## config.mk

```make
export PLATFORM = sky130hd
export DESIGN_NAME = bss_cell
export DESIGN_NICKNAME = d
export VERILOG_FILES = /design/src/rtl/core/bss_pkg.sv /design/src/rtl/core/bss_cell.sv
export SDC_FILE = /design/constraint.sdc
export NUM_CORES = 1
export LEC_CHECK = 0
export ABC_AREA = 1
export BUFFER_PORTS_ARGS = -buffer_cell sky130_fd_sc_hd__buf_4
export CAP_MARGIN = 15
export CORE_MARGIN = 3
export CORE_UTILIZATION = 45
export DETAILED_ROUTE_END_ITERATION = 10
export PLACE_DENSITY_LB_ADDON = 0.15
export SLEW_MARGIN = 15
export SYNTH_ARGS = -nofsm -noshare
export SYNTH_HDL_FRONTEND = slang
export SYNTH_SLANG_ARGS = --single-unit
```

## constraint.sdc

```tcl
create_clock -name clk -period 3 [get_ports clk]
set_input_delay 0.15 -clock clk [delete_from_list [all_inputs] [get_ports clk]]
set_output_delay 0.15 -clock clk [all_outputs]
set_load 0.05 [all_outputs]
```

## src/rtl/core/bss_pkg.sv

```systemverilog
package bss_pkg;

  localparam int WINDOW_BYTES = 21;
  localparam int MARKER_COUNT = 20;
  localparam int COUNT_W      = 32;
  localparam int TextW        = WINDOW_BYTES * 8;
  localparam int MagicLen     = 4;

  localparam logic [COUNT_W-1:0] LIMIT_RESET = COUNT_W'(134217728);

  // Marker strings, right aligned: the last character sits in the low byte.
  localparam logic [TextW-1:0] MARK_TEXT [MARKER_COUNT] = '{
    TextW'({"Chr", "ome_RendererMain"}),
    TextW'("ContentMainRunner"),
    TextW'("content::ContentMain"),
    TextW'("blink::Web"),
    TextW'("cef_execute_process"),
    TextW'({"QtWebEng", "ineCore"}),
    TextW'("XRE_Main"),
    TextW'("XREMain"),
    TextW'("NS_InitXPCOM2"),
    TextW'("nsStandardURL"),
    TextW'("GeckoChildProcessHost"),
    TextW'("XRE_GetBootstrap"),
    TextW'("SetGeckoProcessType"),
    TextW'("mozilla::dom::"),
    TextW'("WebKitWebProcessMain"),
    TextW'("WebKitNetworkProcess"),
    TextW'("WebProcessPool"),
    TextW'("WebCore::"),
    TextW'("WTF::URL"),
    TextW'("webkit_web_view")
  };

  // Markers of each engine family.
  localparam logic [MARKER_COUNT-1:0] FAM_BLINK_MASK  = MARKER_COUNT'(20'h0003F);
  localparam logic [MARKER_COUNT-1:0] FAM_GECKO_MASK  = MARKER_COUNT'(20'h03FC0);
  localparam logic [MARKER_COUNT-1:0] FAM_WEBKIT_MASK = MARKER_COUNT'(20'hFC000);

  localparam logic [7:0] ELF_MAGIC [MagicLen] = '{8'h7f, 8'h45, 8'h4c, 8'h46};

  typedef enum logic [1:0] {
    ST_NONE      = 2'd0,
    ST_CANDIDATE = 2'd1,
    ST_PROBABLE  = 2'd2
  } status_t;

  // One window byte moving down the chain.
  typedef struct packed {
    logic       valid;
    logic [7:0] data;
  } link_t;

  // Expected byte of one marker at one window position.
  typedef struct packed {
    logic       care;
    logic [7:0] ch;
  } pat_t;

  typedef pat_t [MARKER_COUNT-1:0] col_t;

  // Per-beat controls fanned out to every cell.
  typedef struct packed {
    logic shift;
    logic clear;
  } cell_ctl_t;

  typedef struct packed {
    logic                    is_elf;
    logic                    complete;
    status_t                 blink_status;
    status_t                 gecko_status;
    status_t                 webkit_status;
    logic [MARKER_COUNT-1:0] matched_markers;
    logic [COUNT_W-1:0]      bytes_scanned;
  } result_t;

  // Column of expected bytes for window position pos (0 oldest).
  function automatic col_t pattern_col(input int pos);
    col_t col;
    int   from_end;
    from_end = WINDOW_BYTES - 1 - pos;
    for (int m = 0; m < MARKER_COUNT; m++) begin
      col[m].ch   = MARK_TEXT[m][from_end*8 +: 8];
      col[m].care = (col[m].ch != 8'h00);
    end
    return col;
  endfunction

  // Grade a family by how many of its markers were found.
  function automatic status_t status_of(input logic [MARKER_COUNT-1:0] v);
    logic any_hit;
    logic multi_hit;
    any_hit   = |v;
    multi_hit = |(v & (v - MARKER_COUNT'(1)));
    if (multi_hit) begin
      return ST_PROBABLE;
    end else if (any_hit) begin
      return ST_CANDIDATE;
    end else begin
      return ST_NONE;
    end
  endfunction

endpackage

```

## src/rtl/core/bss_cell.sv

```systemverilog
module bss_cell (
  input  logic                                clk,
  input  logic                                rst,
  input  bss_pkg::cell_ctl_t                  ctl,
  input  bss_pkg::link_t                      link_in,
  input  bss_pkg::col_t                       pattern,
  output bss_pkg::link_t                      link_out,
  output logic [bss_pkg::MARKER_COUNT-1:0]    hit
);

  bss_pkg::link_t held;
  bss_pkg::link_t cur;

  // Window byte as it stands after this beat's shift
  assign cur = ctl.shift ? link_in : held;

  // Compare against every marker's byte at this position
  always_comb begin
    for (int m = 0; m < bss_pkg::MARKER_COUNT; m++) begin
      hit[m] = !pattern[m].care || (cur.valid && (cur.data == pattern[m].ch));
    end
  end

  // Valid bit: drop at end of file, advance on shift; byte: advance on shift
  always_ff @(posedge clk) begin
    if (rst) begin
      held.valid <= 1'b0;
    end else if (ctl.clear) begin
      held.valid <= 1'b0;
    end else if (ctl.shift) begin
      held.valid <= link_in.valid;
    end
    if (ctl.shift) begin
      held.data <= link_in.data;
    end
  end

  assign link_out = held;

endmodule

```

==> run_results.csv, run 1 <==
group,metric,value,unit
clock_tree,cts_made_buffers,3,
grt,grt_pass1_vias,4579,
routing,dr_wl_met3,1380,um
setup_path,max_stage_delay,460,ps
routing,via_per_inst,4.40,
pwr,vdd_ir_drop_max,0.000306,V
routing,wirelength_met1,6800,um
setup_path,reg2reg_depth,3,
routing,drt_iter0_drc,334,
clock_tree,cts_tree,"done",
run,cap_violations,0,
die,core,8760,sq um
yosys,synth_cell_type_count,19,
sta,hold_viol,0,
routing,drtAntennaViolNets,0,
pwr,leakage,3.99,nW
routing,dr.pass1.iters,5,
setup_path,worstPathArrival,2290,ps
hold_path,worstHoldPathCells,2,
setup_path,reg2reg_from,"link_out[8]",
yosys,synth_edf_count,8,
die,rows,34,
grt,grt_overflow,0,
setup_path,crit_top_cell,"nand2_1",
yosys,syn_inst,956,
finish,multi_input_area,2710,sq um
setup_path,crit_family,"simple AND/OR/NAND/NOR gates",
routing,vias,5515,
die,initial_core_util,46.7,%
hold_path,hold_path.class,"in -> reg",
outcome,status,"finished, final reports clean",
routing,routed_wl,14700,um
finish,num_antenna_cells,0,
sta,timing.final.crit_share,81.3,%
clock_tree,insertion_delay,230,ps
clock_tree,cts.path.max_buffers,2,
pwr,power_density,207,nW/um^2
sta,period_needed,2440,ps
setup_path,path_cells,"nand2_1, buf_4, nand2_1, nand2_1, nand2_1, inv_1, nand2_1, nor2_1, nand2_1, nand2_1, buf_4",
finish,area_delta_synth_final,39.2,%
finish,largest_register_ff_count,9,
die,fp.dieH,101,um
sta,max_slew_margin,46.8,%
finish,seqCellArea,260,sq um
die,io_pins,222,
clock_tree,h-tree-depth,1,
setup_path,criticalPathCategory,"reg -> out",
sta,finalClockSkew,0,ps
sta,maxSlewViolCount,0,
hold_path,hold_end,"link_out[8]",
yosys,ys_ff_latch,9,
finish,fin_nets,1339,
placed_design,hpwl,12000,um
routing,wl_met2,6340,um
clock_tree,clk_pin_slew,50,ps
setup_path,cpMaxStageDelayCell,"nand2_1",
yosys,synth_nets,1149,
routing,drcViolationCount,0,
sta,setup_violations,0,
placed_design,gp_congestion,0.951,
clock_tree,post_cts_buffers,0,
sta,finalSetupTns,0,ps
yosys,synth-main-ff-cell,"edfxtp_1",
finish,fillCellCount,911,
clock_tree,cts.sinks,9,
clock_tree,cts_resized,0,
yosys,ys_seq_area_share,6.35,%
routing,highest_layer,"met4",
setup_path,r2r_slack,2020,ps
die,dieArea,10300,sq um
grt,grt_use_total,26.8,%
setup_path,required,2850,ps
sta,worst_pin_slew,796,ps
yosys,synthesis.area,4100,sq um
yosys,synth_area_per_cell,4.28,sq um
clock_tree,cts_hold_buffers,0,
sta,rsz0062_at_grt,"no",
setup_path,reg2reg_to,"link_out[8]",
yosys,async_flop_share,0,%
placed_design,io_buffer_count,221,
setup_path,cp-start-kind,"register",
yosys,yosys_warnings,0,
grt,grt_max_degree,35,
sta,setup_ws,562,ps
setup_path,critPathBufInv,3,
die,die_w,101,um
grt,grt_pass1_wl,22100,um
setup_path,crit_fanout,21,
placed_design,post-place-ws,751,ps
grt,antenna_found_initial,0,
clock_tree,root_buffer,"clkbuf_8",
routing,wl_per_cell,11.7,um
sta,maxClockFrequency,0.410,GHz
finish,drive_gt1_share,20.6,%
setup_path,cp-end-kind,"primary output",
hold_path,min_from,"ctl[0]",
==> cell usage in the layout (no fill, tap or decap), types with 2 or more instances in the layout <==
cell type and n:
nor2_1 60, clkinv_1 12, nand3_1 87, or2_1 10
o21ai_0 2, nand2_1 507, buf_4 224, inv_1 218
or2_2 4, edfxtp_1 8, nand2_2 4, clkbuf_8 3
==> metrics by stage <==
step	area, sq um	hold slack (ps)	total power, mW	cells	utilization (%)
after detailed placement	5660	315	1.04	1249	64.6
final	5700	70.0	1.18	1253	65.1
after CTS	5700	67.4	1.18	1253	65.1
after floorplan	4100	225	0.711	956	-
after global placement	5660	313	1.03	1249	64.6
after global routing	5700	72.3	1.31	1253	65.1
==> per-layer routing <==
layer  vias to the layer above  track usage [%]
li1                       3078                -
met1                      2209             38.8
met2                       214             43.8
met3                        14             3.72
met4                         0             2.76
met5                         -                0
==> power breakdown <==
group | switching, mW | internal, mW | total, mW
combinational | 0.516 | 0.368 | 0.884
clock | 0.0518 | 0.0930 | 0.145
sequential | 0.00709 | 0.148 | 0.155
==> final cells by class <==
cell class,count,area share [%]
Multi-Input combinational cell,677,47.5
Timing Repair Buffer,224,29.5
Inverter,231,15.3
Sequential cell,9,4.56
Tap cell,108,2.37
Clock buffer,4,0.790
==> cell usage after synthesis (2+ instances only) <==
| master | count | area, sq um |
|---|---|---|
| nand2_1 | 507 | 1900 |
| inv_1 | 218 | 818 |
| nand3_1 | 87 | 435 |
| nor2_1 | 60 | 225 |
| buf_2 | 20 | 100 |
| clkinv_1 | 12 | 45.0 |
| or2_1 | 10 | 62.6 |
| buf_4 | 8 | 60.1 |
| edfxtp_1 | 8 | 240 |
| buf_6 | 7 | 78.8 |
| clkbuf_1 | 4 | 15.0 |
| nand2_2 | 4 | 25.0 |
| or2_2 | 4 | 25.0 |
| o21ai_0 | 2 | 10.0 |
==> how the worst max path moves through the flow <==
| stage | depth (start not counted) | slack (ps) | endpoint | from |
|---|---|---|---|---|
| global placement | 13 | 740 | hit[10] | ctl[1] |
| finish | 11 | 560 | hit[8] | link_out[7] |
| CTS | 11 | 620 | hit[8] | link_out[7] |
| floorplan | 11 | 1120 | hit[10] | link_out[5] |
| global route | 11 | 400 | hit[0] | link_out[7] |
| detailed placement | 13 | 750 | hit[8] | ctl[1] |
==> logic make-up after synthesis <==
| kind of cell | share of synthesized area, % |
|---|---|
| DFF | 6.35 |
| AOI/OAI and AO/OA | 0.244 |
| and+or+nand+nor | 65.7 |
| buffers and inverters | 27.5 |
| xor gates and xnor gates | 0.214 |
Note: power is estimated with default switching activity, not from simulation.
==> run 2, diff against run 1 <==
clock period = 2.37 ns   (was 3 ns; I/O delays follow)
==> run 2 against run 1 <==
Combinational power rose by 27%. Cell area rose by 0.83%. Global-route usage fell by 0.32 points. Highest routed layer unchanged. Largest cell class unchanged. Total power rose by 27%. Non-clock buffer count rose by 6. Sequential power rose by 26%. Setup slack got worse by 310 ps. Final cell count rose by 0.48%. Largest power group unchanged.
==> run_results.csv, run 2 (synthesized netlist as in run 1, its figures left out) <==
group,metric,value,unit
die,io_pins,222,
clock_tree,cts.path.max_buffers,2,
pwr,finalPower,1.50,mW
sta,hold_viol,0,
sta,finalSetupTns,0,ps
sta,worst_pin_slew,697,ps
finish,final_cell_mix,"nand2_1 (506), buf_4 (230), inv_1 (218), nand3_1 (87), nor2_1 (60)",
pwr,leakage,4.02,nW
pwr,pwr-share-seq,13.1,%
sta,setup_violations,0,
routing,drtAntennaViolNets,0,
setup_path,worstPathArrival,2000,ps
pwr,power_density,261,nW/um^2
grt,grt_max_degree,35,
grt,grt_use_total,26.5,%
die,fp.dieH,101,um
clock_tree,cts.sinks,9,
grt,grt_overflow,0,
sta,fin_hold_ws,39.7,ps
sta,max_slew_margin,53.4,%
die,rows,34,
placed_design,hpwl,12000,um
setup_path,cp-end-kind,"primary output",
grt,grt_pass1_vias,4581,
finish,area_delta_synth_final,40.4,%
routing,drt_iter0_drc,253,
placed_design,gp_congestion,0.948,
finish,num_antenna_cells,0,
finish,largest_register_ff_count,9,
sta,period_needed,2120,ps
routing,wl_per_cell,11.5,um
grt,antenna_found_initial,0,
clock_tree,clk_pin_slew,50,ps
pwr,vdd_ir_drop_max,0.000391,V
routing,via_per_inst,4.42,
die,initial_core_util,46.7,%
pwr,switching_power,724,uW
pwr,p_comb_share,74.9,%
clock_tree,insertion_delay,240,ps
clock_tree,cts_made_buffers,3,
sta,rsz0062_at_grt,"no",
finish,fillCellCount,957,
die,dieArea,10300,sq um
run,cap_violations,0,
setup_path,required,2250,ps
outcome,status,"finished, final reports clean",
finish,mostFrequentLayoutCell,"nand2_1",
finish,fin_nets,1345,
grt,grt_pass1_wl,22100,um
sta,timing.final.crit_share,89.3,%
clock_tree,cts_tree,"done",
setup_path,crit_fanout,20,
setup_path,criticalPathCategory,"reg -> out",
sta,finalClockSkew,0,ps
routing,routed_wl,14500,um
sta,maxClockFrequency,0.472,GHz
setup_path,cp-start-kind,"register",
die,die_w,101,um
die,core,8760,sq um
pwr,p_int,778,uW
pwr,clock_power_share,12.1,%
clock_tree,root_buffer,"clkbuf_8",
finish,seqCellArea,260,sq um
pwr,p_sw_share,48.2,%
finish,drive_gt1_share,21.1,%
finish,multi_input_area,2710,sq um
sta,maxSlewViolCount,0,
routing,vias,5562,
clock_tree,h-tree-depth,1,
clock_tree,post_cts_buffers,0,
placed_design,io_buffer_count,221,
routing,dr.pass1.iters,5,
routing,drcViolationCount,0,
hold_path,hold_path.class,"in -> reg",
[run 2: worst paths after layout]
| kind | to | startpoint | depth (start not counted) | slack (ps) |
|---|---|---|---|---|
| hold / removal | link_out[8] | ctl[0] | 2 | 40 |
| setup / recovery | hit[8] | link_out[6] | 10 | 250 |
| hold reg to reg | link_out[8] | link_out[8] | 3 | 910 |
| setup reg to reg | link_out[8] | link_out[8] | 3 | 1340 |
[run 2: worst max-delay path, cell delays in order (launching register included)]
cell and delay (ps):
edfxtp_1 390, inv_1 70, nand2_1 360, nand3_1 180
nand2_1 60, nor2_1 100, nand2_1 60, nor2_1 200
nand2_1 90, nand2_1 60, buf_4 190
[run 2: per-stage QoR]
stage / cell area (sq um) / cells / util [%] / worst slack (ps)
3_3_place_gp: 5700 / 1255 / 65.1 / 452
5_1_grt: 5750 / 1259 / 65.6 / 18.3
3_5_place_dp: 5700 / 1255 / 65.1 / 434
2_1_floorplan: 4100 / 956 / - / 521
4_1_cts: 5750 / 1259 / 65.6 / 208
6_report: 5750 / 1259 / 65.6 / 253
[run 2: layout make-up]
cell class / instances / share of cell area, %
Clock buffer: 4 / 0.783
Timing Repair Buffer: 230 / 30.0
Inverter: 231 / 15.2
Sequential cell: 9 / 4.52
Tap cell: 108 / 2.35
Multi-Input combinational cell: 677 / 47.2
[run 2: timing repair]
item	CTS	global route
hold buffers	0	0
resized for setup	0	1
setup endpoints to repair	0	2
[run 2: routing by layer]
layer	track usage [%]	vias to the layer above	part of all wire, %
met5	0	-	0
met4	3.17	0	1.1
met3	2.96	14	8.3
met2	43.4	199	44
met1	38.5	2259	47
li1	-	3090	-
[run 2: power by group through the flow]
stage	Clock, mW	Sequential, mW	Combinational, mW
3_5_place_dp	0	0.199	1.12
2_1_floorplan	0	0.237	0.663
6_report	0.181	0.196	1.12
3_3_place_gp	0	0.199	1.11
4_1_cts	0.181	0.196	1.12
5_1_grt	0.195	0.198	1.27
==> run 3, diff against run 2 <==
MAX_ROUTING_LAYER = met4   (was unset)
==> run 3 against run 2 <==
Clock-buffer cell count did not move. Global-route usage rose by 0.77 points. Cell area rose by 0.35%. Clock power barely moved. Sequential power barely moved. Sequential share of layout area barely moved.
==> run_results.csv, run 3 (synthesized netlist as in run 1, its figures left out) <==
group,metric,value,unit
outcome,status,"finished, final reports clean",
routing,routed_wl,14500,um
clock_tree,cts.path.max_buffers,2,
finish,mostFrequentLayoutCell,"nand2_1",
die,core,8760,sq um
finish,num_antenna_cells,0,
sta,finalSetupTns,0,ps
clock_tree,cts_resized,0,
pwr,finalPower,1.51,mW
sta,hold_viol,0,
setup_path,crit_fanout,20,
finish,final_cell_mix,"nand2_1 (507), buf_4 (233), inv_1 (218), nand3_1 (87), nor2_1 (60)",
die,initial_core_util,46.7,%
die,io_pins,222,
setup_path,cp-end-kind,"primary output",
sta,maxClockFrequency,0.460,GHz
finish,fillCellCount,922,
placed_design,gp_congestion,0.987,
setup_path,reg2reg_depth,3,
setup_path,required,2250,ps
sta,worst_pin_slew,645,ps
pwr,power_density,262,nW/um^2
finish,finalNonFillerCells,1262,
pwr,vdd_ir_drop_max,0.000376,V
pwr,leakage,4.04,nW
setup_path,r2r_slack,1370,ps
finish,drive_gt1_share,21.2,%
finish,area_delta_synth_final,40.9,%
grt,antenna_found_initial,0,
routing,via_per_inst,4.40,
setup_path,worstPathArrival,2060,ps
routing,drcViolationCount,0,
sta,period_needed,2180,ps
sta,maxSlewViolCount,0,
run,cap_violations,0,
hold_path,worstHoldPathCells,2,
clock_tree,h-tree-depth,1,
finish,largest_register_ff_count,9,
clock_tree,insertion_delay,240,ps
clock_tree,cts_tree,"done",
die,dieArea,10300,sq um
clock_tree,post_cts_buffers,0,
hold_path,min_from,"ctl[0]",
routing,wl_per_cell,11.5,um
die,fp.dieH,101,um
placed_design,dp.cells,1258,
sta,max_slew_margin,56.9,%
routing,drtAntennaViolNets,0,
finish,fin_nets,1348,
grt,grt_use_total,27.3,%
sta,fin_hold_ws,34.4,ps
placed_design,hpwl,11900,um
grt,grt_pass1_vias,4507,
die,die_w,101,um
clock_tree,cts.sinks,9,
routing,dr.pass1.iters,5,
clock_tree,cts_made_buffers,3,
grt,grt_pass1_wl,22000,um
die,rows,34,
routing,drt_iter0_drc,349,
setup_path,reg2reg_to,"link_out[8]",
routing,vias,5548,
sta,finalClockSkew,0,ps
clock_tree,cts_hold_buffers,0,
clock_tree,root_buffer,"clkbuf_8",
grt,grt_overflow,0,
sta,timing.final.crit_share,91.8,%
grt,grt_max_degree,35,
sta,setup_violations,0,
setup_path,criticalPathCategory,"reg -> out",
setup_path,reg2reg_from,"link_out[8]",
placed_design,io_buffer_count,221,
sta,rsz0062_at_grt,"no",
clock_tree,clk_pin_slew,50,ps
hold_path,hold_end,"link_out[8]",
setup_path,cp-start-kind,"register",
hold_path,hold_path.class,"in -> reg",
run 3: cell count changes in the layout (fill, tap and decap cells not counted):
cell | previous run | this run
buf_4 | 230 | 233
nand2_2 | 5 | 4
nand2_1 | 506 | 507
run 3: cell type report:
cell class,instances,area [sq um],share of cell area [%]
timing repair buffer,233,1750,30.3
sequential,9,260,4.51
tap,108,135,2.34
clock buffer,4,45.0,0.780
inverter,231,872,15.1
multi-input combinational,677,2710,47.0
run 3: through the flow:
stage,cell area [sq um],worst slack [ps],util (%)
floorplan,4100,521,-
global placement,5730,460,65.3
detailed placement,5730,412,65.3
CTS,5770,221,65.9
global route,5770,6.82,65.9
finish,5770,194,65.9
run 3: critical path: stages (launching register included):
cell	delay (ps)
edfxtp_1	400
inv_1	70
nand2_1	380
nand3_1	190
nand2_1	60
nor2_1	100
nand2_1	60
nor2_1	210
nand2_1	90
nand2_1	70
buf_4	190
run 3: how the worst max path moves through the flow:
| stage | from | end | slack (ps) | cells past startpoint |
|---|---|---|---|---|
| after floorplan | link_out[5] | hit[10] | 520 | 11 |
| after global placement | ctl[1] | hit[8] | 460 | 11 |
| after detailed placement | ctl[1] | hit[8] | 410 | 12 |
| after CTS | link_out[4] | hit[7] | 220 | 11 |
| after global routing | link_out[6] | hit[16] | 7 | 10 |
| final | link_out[6] | hit[8] | 190 | 10 |
run 3: routing by layer:
layer  vias up  wire length, um  GRT usage (%)
li1       3098                -              -
met1      2240             6940           39.9
met3        14             1010           1.86
met2       196             6370           42.1
met4         0              153           3.78
met5         -                0              -
run 3: power by group:
part           internal [mW]  leakage [nW]  switching, mW
combinational          0.478          3.93          0.653
sequential             0.187        0.0864         0.0103
clock                  0.117        0.0228         0.0637
