### src/rtl/core/bss_pkg.sv
package bss_pkg;

  localparam int WINDOW_BYTES = 21;
  localparam int MARKER_COUNT = 20;
  localparam int COUNT_W      = 32;
  localparam int TextW        = WINDOW_BYTES * 8;
  localparam int MagicLen     = 4;

  localparam logic [COUNT_W-1:0] LIMIT_RESET = COUNT_W'(134217728);

  // Marker strings, right aligned: the last character sits in the low byte.
  localparam logic [TextW-1:0] MARK_TEXT [MARKER_COUNT] = '{
    TextW'({"Chr", "ome_RendererMain"}),
    TextW'("ContentMainRunner"),
    TextW'("content::ContentMain"),
    TextW'("blink::Web"),
    TextW'("cef_execute_process"),
    TextW'({"QtWebEng", "ineCore"}),
    TextW'("XRE_Main"),
    TextW'("XREMain"),
    TextW'("NS_InitXPCOM2"),
    TextW'("nsStandardURL"),
    TextW'("GeckoChildProcessHost"),
    TextW'("XRE_GetBootstrap"),
    TextW'("SetGeckoProcessType"),
    TextW'("mozilla::dom::"),
    TextW'("WebKitWebProcessMain"),
    TextW'("WebKitNetworkProcess"),
    TextW'("WebProcessPool"),
    TextW'("WebCore::"),
    TextW'("WTF::URL"),
    TextW'("webkit_web_view")
  };

  // Markers of each engine family.
  localparam logic [MARKER_COUNT-1:0] FAM_BLINK_MASK  = MARKER_COUNT'(20'h0003F);
  localparam logic [MARKER_COUNT-1:0] FAM_GECKO_MASK  = MARKER_COUNT'(20'h03FC0);
  localparam logic [MARKER_COUNT-1:0] FAM_WEBKIT_MASK = MARKER_COUNT'(20'hFC000);

  localparam logic [7:0] ELF_MAGIC [MagicLen] = '{8'h7f, 8'h45, 8'h4c, 8'h46};

  typedef enum logic [1:0] {
    ST_NONE      = 2'd0,
    ST_CANDIDATE = 2'd1,
    ST_PROBABLE  = 2'd2
  } status_t;

  // One window byte moving down the chain.
  typedef struct packed {
    logic       valid;
    logic [7:0] data;
  } link_t;

  // Expected byte of one marker at one window position.
  typedef struct packed {
    logic       care;
    logic [7:0] ch;
  } pat_t;

  typedef pat_t [MARKER_COUNT-1:0] col_t;

  // Per-beat controls fanned out to every cell.
  typedef struct packed {
    logic shift;
    logic clear;
  } cell_ctl_t;

  typedef struct packed {
    logic                    is_elf;
    logic                    complete;
    status_t                 blink_status;
    status_t                 gecko_status;
    status_t                 webkit_status;
    logic [MARKER_COUNT-1:0] matched_markers;
    logic [COUNT_W-1:0]      bytes_scanned;
  } result_t;

  // Column of expected bytes for window position pos (0 oldest).
  function automatic col_t pattern_col(input int pos);
    col_t col;
    int   from_end;
    from_end = WINDOW_BYTES - 1 - pos;
    for (int m = 0; m < MARKER_COUNT; m++) begin
      col[m].ch   = MARK_TEXT[m][from_end*8 +: 8];
      col[m].care = (col[m].ch != 8'h00);
    end
    return col;
  endfunction

  // Grade a family by how many of its markers were found.
  function automatic status_t status_of(input logic [MARKER_COUNT-1:0] v);
    logic any_hit;
    logic multi_hit;
    any_hit   = |v;
    multi_hit = |(v & (v - MARKER_COUNT'(1)));
    if (multi_hit) begin
      return ST_PROBABLE;
    end else if (any_hit) begin
      return ST_CANDIDATE;
    end else begin
      return ST_NONE;
    end
  endfunction

endpackage

### src/rtl/core/bss_result_buf.sv
module bss_result_buf (
  input  logic             clk,
  input  logic             rst,
  input  logic             push,
  input  bss_pkg::result_t push_data,
  output logic             full,
  output logic             out_valid,
  input  logic             out_ready,
  output bss_pkg::result_t head
);

  bss_pkg::result_t tail;
  logic             head_valid;
  logic             tail_valid;
  logic             pop;

  assign pop = head_valid && out_ready;

  // Two-entry queue: head drives the port, tail catches a beat while head waits
  always_ff @(posedge clk) begin
    if (rst) begin
      head_valid <= 1'b0;
      tail_valid <= 1'b0;
    end else if (pop) begin
      if (tail_valid) begin
        head       <= tail;
        tail_valid <= push;
        if (push) begin
          tail <= push_data;
        end
      end else begin
        head_valid <= push;
        if (push) begin
          head <= push_data;
        end
      end
    end else if (push) begin
      if (!head_valid) begin
        head_valid <= 1'b1;
        head       <= push_data;
      end else begin
        tail_valid <= 1'b1;
        tail       <= push_data;
      end
    end
  end

  assign full      = tail_valid;
  assign out_valid = head_valid;

endmodule

### config.mk
export PLATFORM = sky130hd
export DESIGN_NAME = bss_result_buf
export DESIGN_NICKNAME = d
export VERILOG_FILES = /design/src/rtl/core/bss_pkg.sv /design/src/rtl/core/bss_result_buf.sv
export SDC_FILE = /design/constraint.sdc
export NUM_CORES = 1
export LEC_CHECK = 0
export ABC_AREA = 1
export CORE_ASPECT_RATIO = 0.8
export CORE_MARGIN = 2
export CORE_UTILIZATION = 30
export DETAILED_ROUTE_END_ITERATION = 10
export DONT_BUFFER_PORTS = 1
export PLACE_DENSITY = 0.55
export REMOVE_ABC_BUFFERS = 1
export SLEW_MARGIN = 0
export SYNTH_ARGS = -nofsm -noshare
export SYNTH_HDL_FRONTEND = slang
export SYNTH_SLANG_ARGS = --single-unit
### constraint.sdc
create_clock -name clk -period 5.1 [get_ports clk]
set_input_delay 0.255 -clock clk [delete_from_list [all_inputs] [get_ports clk]]
set_output_delay 0.255 -clock clk [all_outputs]
set_load 0.03 [all_outputs]
==> key figures, run 1 <==
Outcome
  • Status: finished clean

Critical path
  • R2R cell count: 5
  • RR Endpoint: head[32]$_DFFE_PP_
  • Critical Path AT: between 2 and 3 ns
  • Setup crit start kind: register
  • CP max FO: 33
  • Reg-to-Reg Start: out_valid$_SDFFE_PP0P_
  • Crit end category: register
  • Type of the worst setup path: reg -> reg
  • R2R Setup Slk: ~2.5 ns
  • Data required, critical path: about 5.2 ns

GRT
  • Largest net degree at the start of global routing: around 60
  • Global-route wire length before repair: ~14 mm
  • Number of global-route vias before repair: ~2,700
  • Antenna violations before repair: 0
  • GRT Util Overall: about an eighth
  • Grt ovf: 0

Finish
  • Layout cells sized above 1: a little over a tenth
  • Fillers: 1,414
  • # diodes: 0
  • Nets: 472
  • Most frequent cells in the layout: nand2_1 (180), edfxtp_1 (120), dlygate4sd3_1 (60), clkbuf_16 (17), nand2_2 (12)
  • Final Cell Area: approximately 6000 µm²
  • Syn-to-layout area delta: 28.7%
  • Most common cell after layout, fill and taps aside: nand2_1
  • Final core occ: 39.4%

Logic synthesis
  • Post-synth top area share: about 80%
  • Area leader, netlist: edfxtp_1
  • Complex-gate fraction of the synthesized area: 0%
  • Register bit total from synthesis: 122
  • Average size of a mapped cell: 13.6 µm²
  • Cell Area, Synth: about 4600 µm²
  • Top cells by area, synth: edfxtp_1 (78%), nand2_1 (15%), buf_6 (2.9%)
  • XOR/XNOR Fraction of Synth Area: 0%
  • Post-Synth Simple-Gate Area: between 15 and 20%
  • Post-synthesis mux area share: 0%
  • Ys Warns: 0
  • Distinct cell type count after synthesis: 10
  • Cells after synthesis: between 300 and 400
  • Sequential area share after synthesis: a little under 80%
  • Adder-Cell Fraction of Synth Area: 0%
  • Largest family of logic cells by synthesized area: simple AND/OR/NAND/NOR gates

Run
  • Max-Cap Viols: 0

CTS
  • Worst-skew pair later-pin latency: 0.40 ns
  • Post-CTS Resized: 0
  • Clock Tree Root: clkbuf_16
  • Clk sinks: 122
  • Clk slew on worst S/H paths: roughly 0.050 ns
  • Clk buf depth: 2
  • H-tree levels: 4
  • Num CTS Buffers: 17
  • CTS tree: yes

Worst hold path
  • HP Class: in -> reg
  • WHS Endpoint: head[36]$_DFFE_PP_
  • Hold Path Origin: push_data[36]
  • Worst Hold Depth: 2

Placement
  • GPL Wtd Cong: 0.703
  • I/O Buffers: 0
  • Dpl cell area: 4730 µm²
  • HPWL after DPL: 5.43 mm

STA
  • RSZ-0062 raised after global routing: false
  • Final hold violation count: 0
  • Slew Limit Fails: 0
  • Worst Skew: 0.00567 ns
  • Worst Tran Pin Value: 0.899 ns
  • Fmax: 0.390 GHz
  • Setup TNS: 0 ns
  • Min cycle time layout: around 2.6 ns
  • Max-slew headroom: approximately two fifths
  • Fin crit share: 50.2%
  • Final setup viols: 0

Routing
  • 1st-iter DRT viols: around 100
  • Vias: 2,592
  • Routed wire length per instance: ~15 µm
  • Drt pass-1 iters: 5
  • DRT Wirelength: just over 9 mm
  • Post-route ant nets: 0
  • DRC violations left: 0
  • DR vias/cell: between 4 and 5

Floorplanning
  • Io pins: 126
  • Die ar.: 16,300 µm²
  • Die width: roughly 140 µm
  • Core Footprint: roughly 15,000 µm²
  • Starting Density: a little under a third
  • DIE HEIGHT: ~110 µm
  • Core Rows: 40

Pwr
  • Static leakage: 2.27 nW
  • Max IR drop VDD: 0.220 mV
  • Power density over the cells: about 420 nW/µm²
state kept, by name, indices dropped and copies added, names as in the netlist:
name and cells:
full 1, head 60, out_valid 1, tail 60
power by group:
| part | switching [mW] | internal [mW] |
|---|---|---|
| combinational | 0.0446 | 0.0445 |
| sequential | 0.0485 | 1.14 |
| clock | 0.397 | 0.803 |
cell type report:
cell class | count | area [µm²] | area share [%]
inverters | 6 | 22.5 | 0.381
flip-flops and latches | 122 | 3640 | 61.6
clock inverters | 12 | 155 | 2.62
repair buffers | 63 | 623 | 10.5
clock buffers | 19 | 433 | 7.32
multi-input cells | 198 | 801 | 13.5
well taps | 189 | 236 | 4.00
cell usage after synthesis (all sizes together):
master,count
inv,6
buf,12
dfxtp,2
nand2,192
nand3,3
edfxtp,120
nor2,3
cells by family after synthesis:
logic type             Yosys count
and+or+nand+nor                198
DFF                            122
buffers and inverters           18
metrics by stage:
stage                     worst slack, ns  hold slack, ns  std cells  power, mW
final                                2.54          0.0306        609       2.48
after global routing                 2.35         0.00270        609       2.56
after CTS                            2.44         0.00809        609       2.51
after detailed placement             2.48           0.354        518       1.26
after global placement               2.57           0.354        518       1.26
after floorplan                      1.19           0.354        326       1.25
routing by layer:
layer	wire length, µm	vias to the layer above	global-route usage (%)
met5	0	-	0
met4	111	0	4.22
met3	974	10	7.57
li1	-	1278	-
met1	3680	1198	12.6
met2	4540	106	19.5
what timing repair did:
action | CTS | global route
endpoints found under the hold margin | 60 | 0
hold buffers | 60 | 0
setup buffers | 0 | 0
worst max-delay path by stage:
stage,from,end,depth (start not counted)
2_1_floorplan,out_valid$_SDFFE_PP0P_,head[0]$_DFFE_PP_,4
3_3_place_gp,out_valid$_SDFFE_PP0P_,head[55]$_DFFE_PP_,5
3_5_place_dp,out_valid$_SDFFE_PP0P_,head[7]$_DFFE_PP_,5
4_1_cts,out_valid$_SDFFE_PP0P_,head[7]$_DFFE_PP_,5
5_1_grt,out_valid$_SDFFE_PP0P_,head[32]$_DFFE_PP_,5
6_report,out_valid$_SDFFE_PP0P_,head[32]$_DFFE_PP_,5
worst max-delay path, cell delays in order, from the launching register on:
cell,delay (ns)
dfxtp_1,0.58
nand2_2,0.21
nand2_1,0.14
nand2_1,0.11
nor2_4,0.61
buf_4,0.52
(Power assumes the default switching activity.)
==> run 2, diff against run 1 <==
Clock period 5.1 ns to 2.67 ns, I/O delays scaled along.
==> key figures, run 2 (synthesis gave the netlist of run 1 again) <==
Outcome
  • Status: finished clean

Critical path
  • Data required, critical path: 2.83 ns
  • Crit end category: register
  • Setup crit start kind: register
  • Crit-path slowest cell: dfxtp_1
  • R2R Setup Slk: between 0.7 and 0.8 ns
  • Type of the worst setup path: reg -> reg
  • CP max FO: 35
  • Critical path's largest stage delay: between 0.5 and 0.6 ns
  • Worst path cell trace: nand2_2 > inv_2 > nand2_2 > buf_12 > nand2_1 > nand2_1
  • Critical Path AT: approximately 2.1 ns

Pwr
  • Power density over the cells: approximately 770 nW/µm²
  • Static leakage: ~2.3 nW
  • Max IR drop VDD: approximately 0.4 mV

STA
  • Min cycle time layout: between 1.5 and 2 ns
  • Slew Limit Fails: 0
  • Fmax: between 0.5 and 0.6 GHz
  • Hold WS: 0.0467 ns
  • Worst Skew: 0.00523 ns
  • Fin crit share: 73.0%
  • Final setup viols: 0
  • Max-slew headroom: 63.3%
  • Final hold violation count: 0
  • RSZ-0062 raised after global routing: false
  • Worst Tran Pin Value: roughly 0.55 ns

Floorplanning
  • Core Rows: 40
  • Core Footprint: 15,000 µm²
  • Io pins: 126
  • Die ar.: ~16,000 µm²
  • Starting Density: 30.6%
  • Die width: roughly 140 µm
  • DIE HEIGHT: 115 µm

CTS
  • Worst-skew pair later-pin latency: ~0.4 ns
  • Clk slew on worst S/H paths: 0.05 ns
  • Clk sinks: 122
  • Setup Fix Bufs, Post-CTS: 0
  • Clock Tree Root: clkbuf_16
  • Num CTS Buffers: 17
  • H-tree levels: 4
  • CTS tree: yes
  • Clk buf depth: 2

Placement
  • GPL Wtd Cong: 0.703
  • HPWL after DPL: about 5.8 mm
  • I/O Buffers: 0
  • Cell total after placement: ~520

Finish
  • Fillers: between 1,000 and 1,500
  • Most common cell after layout, fill and taps aside: nand2_1
  • Most frequent cells in the layout: nand2_1 (180), edfxtp_1 (120), dlygate4sd3_1 (63), clkbuf_16 (17), nand2_2 (12)
  • Finished Layout Cells: slightly above 600
  • # diodes: 0
  • Nets: 478
  • Largest regs: head (60), tail (60)
  • Syn-to-layout area delta: 29.3%
  • Layout cells sized above 1: between 10% and 20%

Run
  • Max-Cap Viols: 0

GRT
  • Antenna violations before repair: 0
  • Grt ovf: 0
  • Global-route wire length before repair: roughly 14 mm
  • Largest net degree at the start of global routing: 36
  • GRT Util Overall: a little under an eighth
  • Number of global-route vias before repair: roughly 2,700

Routing
  • DR vias/cell: between 4 and 5
  • Drt pass-1 iters: 4
  • Routed wire length per instance: around 15 µm
  • DRT Wirelength: slightly below 9 mm
  • Vias: about 2,600
  • 1st-iter DRT viols: around 200
  • Post-route ant nets: 0
  • DRC violations left: 0

Worst hold path
  • HP Class: in -> reg
[run 2: cell count changes in the layout (fill, tap and decap cells not counted)]
cell           previous run  this run
buf_12                    0         2
buf_4                     3         4
bufinv_16                 4         2
clkbuf_1                  2         1
clkinv_1                  4         3
clkinv_2                  4         6
clkinvlp_4                0         1
dlygate4sd3_1            60        63
[run 2: worst max-delay path: cells and delay by family, from the launching register on]
kind	cells	cell delay, ns
flip-flops	1	0.58
buffers and inverters	2	0.42
AND/OR/NAND/NOR	4	0.67
[run 2: report_power, final]
| part | total (mW) | switching (mW) | internal [mW] |
|---|---|---|---|
| combinational | 0.189 | 0.0989 | 0.0900 |
| clock | 2.11 | 0.773 | 1.34 |
| sequential | 2.27 | 0.0928 | 2.18 |
| total | 4.57 | 0.965 | 3.61 |
[run 2: worst paths after layout]
path,depth (start not counted),to,startpoint
hold reg to reg,2,head[27]$_DFFE_PP_,tail[27]$_DFFE_PP_
hold / removal,3,full$_SDFFE_PP0P_,out_ready
setup / recovery,6,head[49]$_DFFE_PP_,out_valid$_SDFFE_PP0P_
setup reg to reg,6,head[49]$_DFFE_PP_,out_valid$_SDFFE_PP0P_
[run 2: cell type report]
type / instances / area, µm² / area share [%]
clock inverter: 12 / 109 / 1.83
sequential: 122 / 3640 / 61.3
clock buffer: 18 / 429 / 7.22
inverter: 6 / 22.5 / 0.379
tap: 189 / 236 / 3.98
timing repair buffer: 69 / 701 / 11.8
multi-input combinational: 198 / 801 / 13.5
[run 2: metal layers]
metal,GRT usage [%],up-vias,share of wire (%)
met1,13.6,1247,43
met3,6.90,7,9.4
met4,4.03,0,1.2
met5,0,-,0
met2,18.0,94,47
li1,-,1296,-
[run 2: what timing repair did]
action | CTS | global route
hold buffers | 63 | 0
endpoints found under the hold margin | 122 | 0
gates resized for setup | 0 | 0
[run 2: through the flow]
stage | instance area [µm²] | util [%] | setup TNS (ns) | total power [mW] | worst slack, ns
after floorplan | 4460 | - | -74.17 | 2.38 | -1.24
after global placement | 4770 | 31.8 | 0 | 2.41 | 0.796
after detailed placement | 4770 | 31.8 | 0 | 2.41 | 0.706
after CTS | 5940 | 39.6 | 0 | 4.63 | 0.692
after global routing | 5940 | 39.6 | 0 | 4.72 | 0.564
final | 5940 | 39.6 | 0 | 4.57 | 0.720
==> run 3, diff against run 2 <==
Settings changed: ABC_AREA 1 to 0.
Clock period 2.67 ns to 1.81 ns, I/O delays scaled along.
==> key figures, run 3 <==
Logic synthesis
  • Ys Warns: 0
  • Asr flop ratio synth: 0%
  • Top cells by area, synth: edfxtp_1 (80%), mux2_2 (14%), clkbuf_8 (1.8%)
  • Post-synthesis mux area share: ~15%
  • Cell Area, Synth: ~4500 µm²
  • Post-Synth Simple-Gate Area: less than 1%
  • Register bit total from synthesis: between 100 and 150
  • Post-synth top cells: edfxtp_1 (120), mux2_2 (55), clkbuf_8 (6)
  • Cells after synthesis: 200
  • XOR/XNOR Fraction of Synth Area: 0%
  • Top_reg_cell synth: edfxtp_1
  • Complex-gate fraction of the synthesized area: 0.807%
  • Post-synth top area share: about 80%
  • Average size of a mapped cell: between 20 and 25 µm²
  • Sequential area share after synthesis: between 80 and 90%
  • Cell with the most instances after synthesis: edfxtp_1
  • Largest family of logic cells by synthesized area: multiplexers
  • Adder-Cell Fraction of Synth Area: 0%
  • Distinct cell type count after synthesis: 14
  • EDFF count, synth: 120
  • Area leader, netlist: edfxtp_1

Critical path
  • Setup crit start kind: register
  • Type of the worst setup path: reg -> reg
  • Critical Path AT: between 2 and 2.5 ns
  • Data required, critical path: approximately 2.1 ns
  • Crit end category: register
  • CP max FO: 4

Floorplanning
  • DIE HEIGHT: 114 µm
  • Die width: between 100 and 150 µm
  • Starting Density: 30.4%
  • Io pins: between 100 and 150
  • Core Footprint: about 15,000 µm²
  • Core Rows: 40
  • Die ar.: 16,000 µm²

Outcome
  • Status: finished clean

Placement
  • Cell total after placement: between 300 and 400
  • HPWL after DPL: ~4.9 mm
  • GPL Wtd Cong: between 0.6 and 0.7
  • I/O Buffers: 0

CTS
  • Num CTS Buffers: 17
  • Post-CTS Resized: 0
  • Worst-skew pair later-pin latency: around 0.41 ns
  • Setup Fix Bufs, Post-CTS: 0
  • H-tree levels: 4
  • CTS tree: yes
  • Clk slew on worst S/H paths: 0.05 ns
  • Clk sinks: 122
  • Clock Tree Root: clkbuf_16
  • Clk buf depth: 2

Routing
  • Post-route ant nets: 0
  • DR vias/cell: around 4.3
  • 1st-iter DRT viols: 164
  • Routed wire length per instance: about 17 µm
  • Vias: 2,088
  • Drt pass-1 iters: 4
  • DRC violations left: 0
  • DRT Wirelength: between 8 and 9 mm

Pwr
  • Static leakage: around 2 nW
  • Max IR drop VDD: a little under 0.8 mV
  • Power density over the cells: 1140 nW/µm²

GRT
  • Number of global-route vias before repair: 2,226
  • Largest net degree at the start of global routing: 33
  • GRT Util Overall: between 10% and 20%
  • Global-route wire length before repair: 12.7 mm
  • Antenna violations before repair: 0
  • Grt ovf: 0

STA
  • Worst Skew: 0.00989 ns
  • Fmax: 0.582 GHz
  • Fin crit share: a little over nine tenths
  • Slew Limit Fails: 0
  • Final setup viols: 0
  • RSZ-0062 raised after global routing: false
  • Final hold violation count: 0
  • Setup TNS: 0 ns
  • Min cycle time layout: about 1.7 ns
  • Max-slew headroom: 75.2%
  • Worst Tran Pin Value: between 0.3 and 0.4 ns

Finish
  • Seq. cell area: around 3600 µm²
  • Syn-to-layout area delta: 32.8%
  • Fillers: about 1,300
  • Multi-input logic area: roughly 800 µm²
  • Largest regs: head (60), tail (60)
  • Nets: between 300 and 400
  • Most common cell after layout, fill and taps aside: edfxtp_1
  • # diodes: 0
  • Most frequent cells in the layout: edfxtp_1 (120), dlygate4sd3_1 (63), mux2_2 (55), clkbuf_16 (17), clkbuf_1 (7)
  • Finished Layout Cells: approximately 500
  • Layout cells sized above 1: approximately 32%

Worst hold path
  • HP Class: in -> reg

Run
  • Max-Cap Viols: 0
-- run 3: cell count changes in the layout (fill, tap and decap cells not counted), moves of 3 or more --
cell      previous run  this run
nand2_2             12         0
clkbuf_1             1         7
mux2_2               0        55
clkbuf_8             0         4
mux2_4               0         5
a21oi_1              0         3
buf_12               2         5
clkinv_1             3         0
clkinv_2             6         3
nand2_1            180         0
nand3_1              3         0
inv_2                3         0
-- run 3: critical path, stage by stage (launching register included) --
cell	delay [ns]
dfxtp_1	0.40
buf_4	0.22
or2b_1	0.24
a2bb2oi_1	0.15
nor2_1	0.05
dlygate4sd3_1	0.54
-- run 3: repair_timing --
item | in CTS | in global routing
endpoints found under the setup margin | 0 | 0
endpoints found under the hold margin | 122 | 0
hold buffers | 63 | 0
-- run 3: final cells by class --
| cell class | count | share of cell area, % |
|---|---|---|
| Sequential cell | 122 | 61.0 |
| Multi-Input combinational cell | 70 | 13.1 |
| Timing Repair Buffer | 71 | 12.6 |
| Clock buffer | 28 | 8.48 |
| Tap cell | 189 | 3.96 |
| Clock inverter | 4 | 0.754 |
| Inverter | 2 | 0.126 |
-- run 3: final timing paths --
path | start | endpoint | slack [ns] | cells past startpoint
setup / recovery | out_valid$_SDFFE_PP0P_ | full$_SDFFE_PP0P_ | 0.09 | 5
hold reg to reg | tail[47]$_DFFE_PP_ | head[47]$_DFFE_PP_ | 0.54 | 1
setup reg to reg | out_valid$_SDFFE_PP0P_ | full$_SDFFE_PP0P_ | 0.09 | 5
hold / removal | rst | head[47]$_DFFE_PP_ | 0.06 | 2
-- run 3: cell families after synthesis --
kind of cell	count (synthesis)
muxes	60
DFF	122
and+or+nand+nor	4
AOI/OAI and AO/OA	6
buffers and inverters	8
-- run 3: where the power goes --
group,leakage (nW),internal (mW),switching (mW)
logic,0.641,0.180,0.125
registers,1.12,3.22,0.152
clock network,0.272,2.03,1.12
-- run 3: per-layer routing --
metal	vias up	global-route usage (%)	share of wire (%)
li1	967	-	-
met1	1027	12.7	44
met2	85	15.7	46
met3	9	6.51	8.1
met4	0	5.00	1.6
met5	-	0	0
-- run 3: through the flow --
stage	power (mW)	setup WS [ns]	hold slack, ns	util [%]	cell area, µm²
2_1_floorplan	3.55	-3.93	0.160	-	4420
3_3_place_gp	3.60	0.273	0.164	32.3	4790
3_5_place_dp	3.61	0.232	0.167	32.3	4790
4_1_cts	6.93	0.0886	0.0510	40.3	5970
5_1_grt	7.09	0.0258	0.0478	40.3	5970
6_report	6.83	0.0918	0.0635	40.3	5970
